### src/hdl/ior_pkg.sv
package ior_pkg;

  // Default sizing
  localparam int MAX_DIM_DEF    = 256;
  localparam int PIXEL_BITS_DEF = 32;

  // Register and field widths
  localparam int CFG_DIM_W  = 9;
  localparam int CFG_MODE_W = 3;
  localparam int CFG_IDX_W  = 2;
  localparam int CFG_DATA_W = 9;
  localparam int PIX_PORT_W = 32;

  // Register reset values
  localparam logic [CFG_DIM_W-1:0] DIM_RESET = 9'd256;

  // Register indexes
  typedef enum logic [CFG_IDX_W-1:0] {
    REG_IMAGE_WIDTH  = 2'd0,
    REG_IMAGE_HEIGHT = 2'd1,
    REG_ORIENT_MODE  = 2'd2,
    REG_UNUSED       = 2'd3
  } cfg_reg_t;

  // Orientation codes
  typedef enum logic [CFG_MODE_W-1:0] {
    MODE_NONE       = 3'd0,
    MODE_FLIP_H     = 3'd1,
    MODE_ROT180     = 3'd2,
    MODE_FLIP_V     = 3'd3,
    MODE_TRANSPOSE  = 3'd4,
    MODE_ROT90      = 3'd5,
    MODE_TRANSVERSE = 3'd6,
    MODE_ROT270     = 3'd7
  } orient_mode_t;

  // Transaction kinds
  typedef enum logic {
    ACT_LOAD  = 1'b0,
    ACT_DRAIN = 1'b1
  } action_t;

endpackage

### src/hdl/ior_addr_gen.sv
module ior_addr_gen #(
  parameter int MAX_DIM = 256
) (
  input  logic                                       clk,
  input  logic                                       en,
  input  logic [ior_pkg::CFG_DIM_W-1:0]              cfg_width,
  input  logic [ior_pkg::CFG_DIM_W-1:0]              cfg_height,
  input  ior_pkg::orient_mode_t                      cfg_mode,
  input  logic [$clog2(MAX_DIM)-1:0]                 src_col,
  input  logic [$clog2(MAX_DIM+1)-1:0]               src_row,
  output logic [$clog2(MAX_DIM*MAX_DIM)-1:0]         row_base_r,
  output logic [$clog2(MAX_DIM)-1:0]                 col_r,
  output logic [$clog2(MAX_DIM*MAX_DIM+1)-1:0]       total_r,
  output logic [$clog2(MAX_DIM)-1:0]                 next_col_r,
  output logic [$clog2(MAX_DIM+1)-1:0]               next_row_r
);

  import ior_pkg::*;

  localparam int DW = $clog2(MAX_DIM + 1);
  localparam int CW = $clog2(MAX_DIM);
  localparam int AW = $clog2(MAX_DIM * MAX_DIM);
  localparam int TW = $clog2(MAX_DIM * MAX_DIM + 1);
  localparam int XW = (DW > CFG_DIM_W) ? DW : CFG_DIM_W;

  logic [XW-1:0]      w_ext, h_ext;
  logic [DW-1:0]      w, h, dw, x1;
  logic [CW-1:0]      x, y, xf, yf, col, row;
  logic [CW+DW-1:0]   prod;
  logic [2*DW-1:0]    area;
  logic [CW-1:0]      next_col;
  logic [DW-1:0]      next_row;

  // Clamp dimensions to 1..MAX_DIM
  always_comb begin
    w_ext = XW'(cfg_width);
    h_ext = XW'(cfg_height);
    if (w_ext == '0) begin
      w = DW'(1);
    end else if (w_ext > XW'(MAX_DIM)) begin
      w = DW'(MAX_DIM);
    end else begin
      w = DW'(w_ext);
    end
    if (h_ext == '0) begin
      h = DW'(1);
    end else if (h_ext > XW'(MAX_DIM)) begin
      h = DW'(MAX_DIM);
    end else begin
      h = DW'(h_ext);
    end
  end

  // Source position, clamped into the current frame
  always_comb begin
    if (DW'(src_col) < w) begin
      x = src_col;
    end else begin
      x = CW'(w - DW'(1));
    end
    if (src_row < h) begin
      y = CW'(src_row);
    end else begin
      y = CW'(h - DW'(1));
    end
    xf = CW'(w - DW'(1) - DW'(x));
    yf = CW'(h - DW'(1) - DW'(y));
  end

  // Destination column, row and row pitch per orientation
  always_comb begin
    unique case (cfg_mode)
      MODE_NONE:       begin col = x;  row = y;  dw = w; end
      MODE_FLIP_H:     begin col = xf; row = y;  dw = w; end
      MODE_ROT180:     begin col = xf; row = yf; dw = w; end
      MODE_FLIP_V:     begin col = x;  row = yf; dw = w; end
      MODE_TRANSPOSE:  begin col = y;  row = x;  dw = h; end
      MODE_ROT90:      begin col = yf; row = x;  dw = h; end
      MODE_TRANSVERSE: begin col = yf; row = xf; dw = h; end
      MODE_ROT270:     begin col = y;  row = xf; dw = h; end
      default:         begin col = x;  row = y;  dw = w; end
    endcase
  end

  // One multiplier each for the row base and the frame size
  always_comb begin
    prod = (CW+DW)'(row) * (CW+DW)'(dw);
    area = (2*DW)'(w) * (2*DW)'(h);
  end

  // Raster advance of the source position
  always_comb begin
    x1 = DW'(x) + DW'(1);
    if (x1 >= w) begin
      next_col = '0;
      next_row = DW'(y) + DW'(1);
    end else begin
      next_col = CW'(x1);
      next_row = DW'(y);
    end
  end

  always_ff @(posedge clk) begin
    if (en) begin
      row_base_r <= AW'(prod);
      col_r      <= col;
      total_r    <= TW'(area);
      next_col_r <= next_col;
      next_row_r <= next_row;
    end
  end

endmodule

### config.mk
export PLATFORM = sky130hd
export DESIGN_NAME = ior_addr_gen
export DESIGN_NICKNAME = d
export VERILOG_FILES = /design/src/hdl/ior_pkg.sv /design/src/hdl/ior_addr_gen.sv
export SDC_FILE = /design/constraint.sdc
export NUM_CORES = 1
export LEC_CHECK = 0
export BUFFER_PORTS_ARGS = -buffer_cell sky130_fd_sc_hd__buf_2
export CAP_MARGIN = 20
export CORE_MARGIN = 2
export CORE_UTILIZATION = 55
export DETAILED_ROUTE_END_ITERATION = 10
export HOLD_SLACK_MARGIN = 0.12
export PLACE_DENSITY = 0.76
export REMOVE_ABC_BUFFERS = 1
export SYNTH_ARGS = -nofsm -noshare
export SYNTH_HDL_FRONTEND = slang
export SYNTH_SLANG_ARGS = --single-unit
### constraint.sdc
create_clock -name clk -period 31 [get_ports clk]
set_clock_uncertainty 0.1 [all_clocks]
set_input_delay 3.1 -clock clk [delete_from_list [all_inputs] [get_ports clk]]
set_output_delay 3.1 -clock clk [all_outputs]
set_load 0.005 [all_outputs]
==> summary.txt <==
Worst setup path
  – Cell mode on critical path: o21ai_0
  – Worst Setup End Kind: flip-flop
  – Worst setup SP type: input pin
  – Worst Setup Path Type: in2reg
  – Data required time of the critical path: roughly 31 ns
  – Slowest cell delay on critical path: 0.88 ns
  – Maximum fanout count along the critical path: 21
  – Slowest cell on the critical path: a221oi_1
  – CP arrival: 13.75 ns

Clock tree
  – Clock transition at the registers of the reported paths: 0.05 ns
  – Root buffer cell: clkbuf_16
  – Num CTS Buffers: 9
  – CTS tree: yes
  – Cts-stage hold buffer count: 0
  – Number of gates resized after cts: 0
  – Clock sink count: 58
  – Setup fix buffers added after clock tree synthesis: 0
  – Maximum buffer depth of the clock tree: 2
  – Number of levels the H-tree was split into: 3

Detailed routing
  – DR vias/cell: between 5 and 6
  – Post-DRT Antenna Nets: 0
  – Violation count after the first detailed-route iteration: 870
  – DRC: 0
  – Routed length per placed instance: 18.2 um
  – Via count: 8,747
  – Drt first pass iters: 7
  – Total Wirelength: 26,600 um

Logic synthesis
  – Cell taking the most area after synthesis: fa_1
  – Async S/R FF share, synth: 0
  – Number of flops mapped to enable cells by yosys: 58
  – Library cell with the highest instance count after synthesis: inv_1
  – Most area-consuming cells after synthesis: fa_1, edfxtp_1, ha_1
  – Avg Inst Size Synth: 8.53 um2
  – Number of warning messages in the yosys log: 0
  – Summed instance area of the synthesized netlist: between 9000 and 10,000 um2
  – Cell types with the highest counts after synthesis: inv_1, nor2_1, ha_1, nand2_1, fa_1
  – Synth Register Bits: 58
  – Gate count after technology mapping: 1,160
  – Count of different cell masters after synthesis: 86
  – Most used flip-flop cell after synthesis: edfxtp_1
  – Portion of synthesized cell area occupied by the leading cell type: 0.182
  – Sequential element share of the synthesized area: 0.176

Cells and area
  – Antenna diodes: 0
  – Post-layout net count: approximately 1,500
  – Fraction of final layout cells with drive strength greater than 1: 0.127
  – Design area: 10,800 um2
  – Relative area change from synthesis to final layout: 9.09%
  – Filler Cells Inserted: 1,597

Floorplan
  – Total core area: between 15,000 and 20,000 um2
  – Die boundary height: around 140 um
  – Initial core utilization: 0.557
  – Width of the die: 138 um
  – Std-Cell Rows: 49
  – Die Footprint: 19,100 um2
  – Number of I/O pins: ~100

Power
  – PwrDens: between 40 and 50 nW/um2
  – Max VDD drop: 37.0 uV
  – Leakage power: 4.94 nW

STA
  – Minimum clock period after layout: 13.75 ns
  – Pin slew with the least headroom to its limit: about 1 ns
  – PnR worst setup slack: 17.25 ns
  – Final setup violation count: 0
  – Setup repair after global routing missed its margin: false
  – Tcrit/Tclk final: 0.444
  – Slew margin rel.: 0.324
  – Final max-slew violation count: 0
  – Count of final hold-check violations: 0
  – Setup TNS: 0 ns
  – Max Clk Rate: 0.0727 GHz

Placed design
  – Area of placed instances: 10,500 um2
  – Placement-stage worst setup slack: 17.08 ns
  – # port buffers: 97
  – Gpl congestion: 1.03
  – Detail Placement HPWL: between 20,000 and 25,000 um

Worst hold path
  – Classification of the worst-slack hold path: in2reg

Global routing
  – Global routing met3 resource utilization: 0.0502
  – Global-route wire length before repair: 44,600 um
  – Largest net degree at the start of global routing: between 50 and 60
  – Busiest metal layer after global routing: met2
  – Initial antenna violation count: 0
  – Vias in the first global route: 8,650
  – Met1 track demand over resource in global routing: 0.407
  – GRT Overall Usage: 0.289
  – Overflow left after global routing: 0
  – Global routing usage on met2: 0.457

Run
  – Max-cap violations: 0

Outcome
  – Result of the run: finished, final reports clean
[worst paths after layout]
| kind | start | endpoint | cells past startpoint |
|---|---|---|---|
| hold / removal | src_row[2] | next_row_r[3] | 4 |
| setup / recovery | cfg_height[8] | row_base_r[15] | 36 |
[cell type report]
cell class / instances / area (um2) / area share
Clock buffer: 11 / 233 / 0.0216
Tap cell: 229 / 287 / 0.0265
Timing Repair Buffer: 103 / 531 / 0.0491
Multi-Input combinational cell: 890 / 7330 / 0.679
Inverter: 165 / 619 / 0.0574
Sequential cell: 58 / 1740 / 0.161
Clock inverter: 5 / 55.1 / 0.00510
[layer usage]
layer,vias to the layer above,routed length (um),share of wire
met2,435,12000,0.45
met4,0,732,0.027
met5,-,0,0
met1,4172,11600,0.44
met3,66,2250,0.084
li1,4074,-,-
[power breakdown]
group	switching, W	internal, W
combinational	0.000168	0.000117
clock	0.0000381	0.0000619
sequential	0.00000355	0.000114
[critical path, delay by kind of cell]
kind	cells	cell delay (ns)
xor gates and xnor gates	2	0.25
AOI/OAI and AO/OA	12	3.50
and+or+nand+nor	6	1.58
adders and majority gates	10	4.23
buffers and inverters	6	1.05
[flip-flops by register name (all words and copies together) (netlist names)]
register	cells
col_r	8
next_col_r	8
next_row_r	9
row_base_r	16
total_r	17
[cells by family after synthesis]
logic type,after synthesis,share of synthesized area
compound gates,206,0.141
xor+xnor,60,0.0558
fa+ha+maj,206,0.326
buf+inv,212,0.0833
flops,58,0.176
mux,16,0.0202
simple gates,402,0.197
[per-stage QoR]
stage	util	instances	power (W)	hold WS, ns
2_1_floorplan	-	1113	0.000321	3.11
3_3_place_gp	0.591	1445	0.000394	3.39
3_5_place_dp	0.591	1445	0.000400	3.39
4_1_cts	0.607	1461	0.000504	3.22
5_1_grt	0.607	1461	0.000546	3.30
6_report	0.607	1461	0.000504	3.23
[placed cells by master (no fill, tap or decap), drive strengths merged, types with 10 or more instances in the layout]
cell type	instances
nor2	124
maj3	10
ha	106
inv	161
a21oi	53
nor3	36
clkbuf	11
or3	12
edfxtp	58
o211ai	11
xor2	10
o21ai	50
and2	14
nand2b	23
buf	103
fa	90
o2111ai	10
mux2i	11
nand2	102
xnor2	50
nor2b	26
nand3	25
Power figures use the tool's default switching activity.
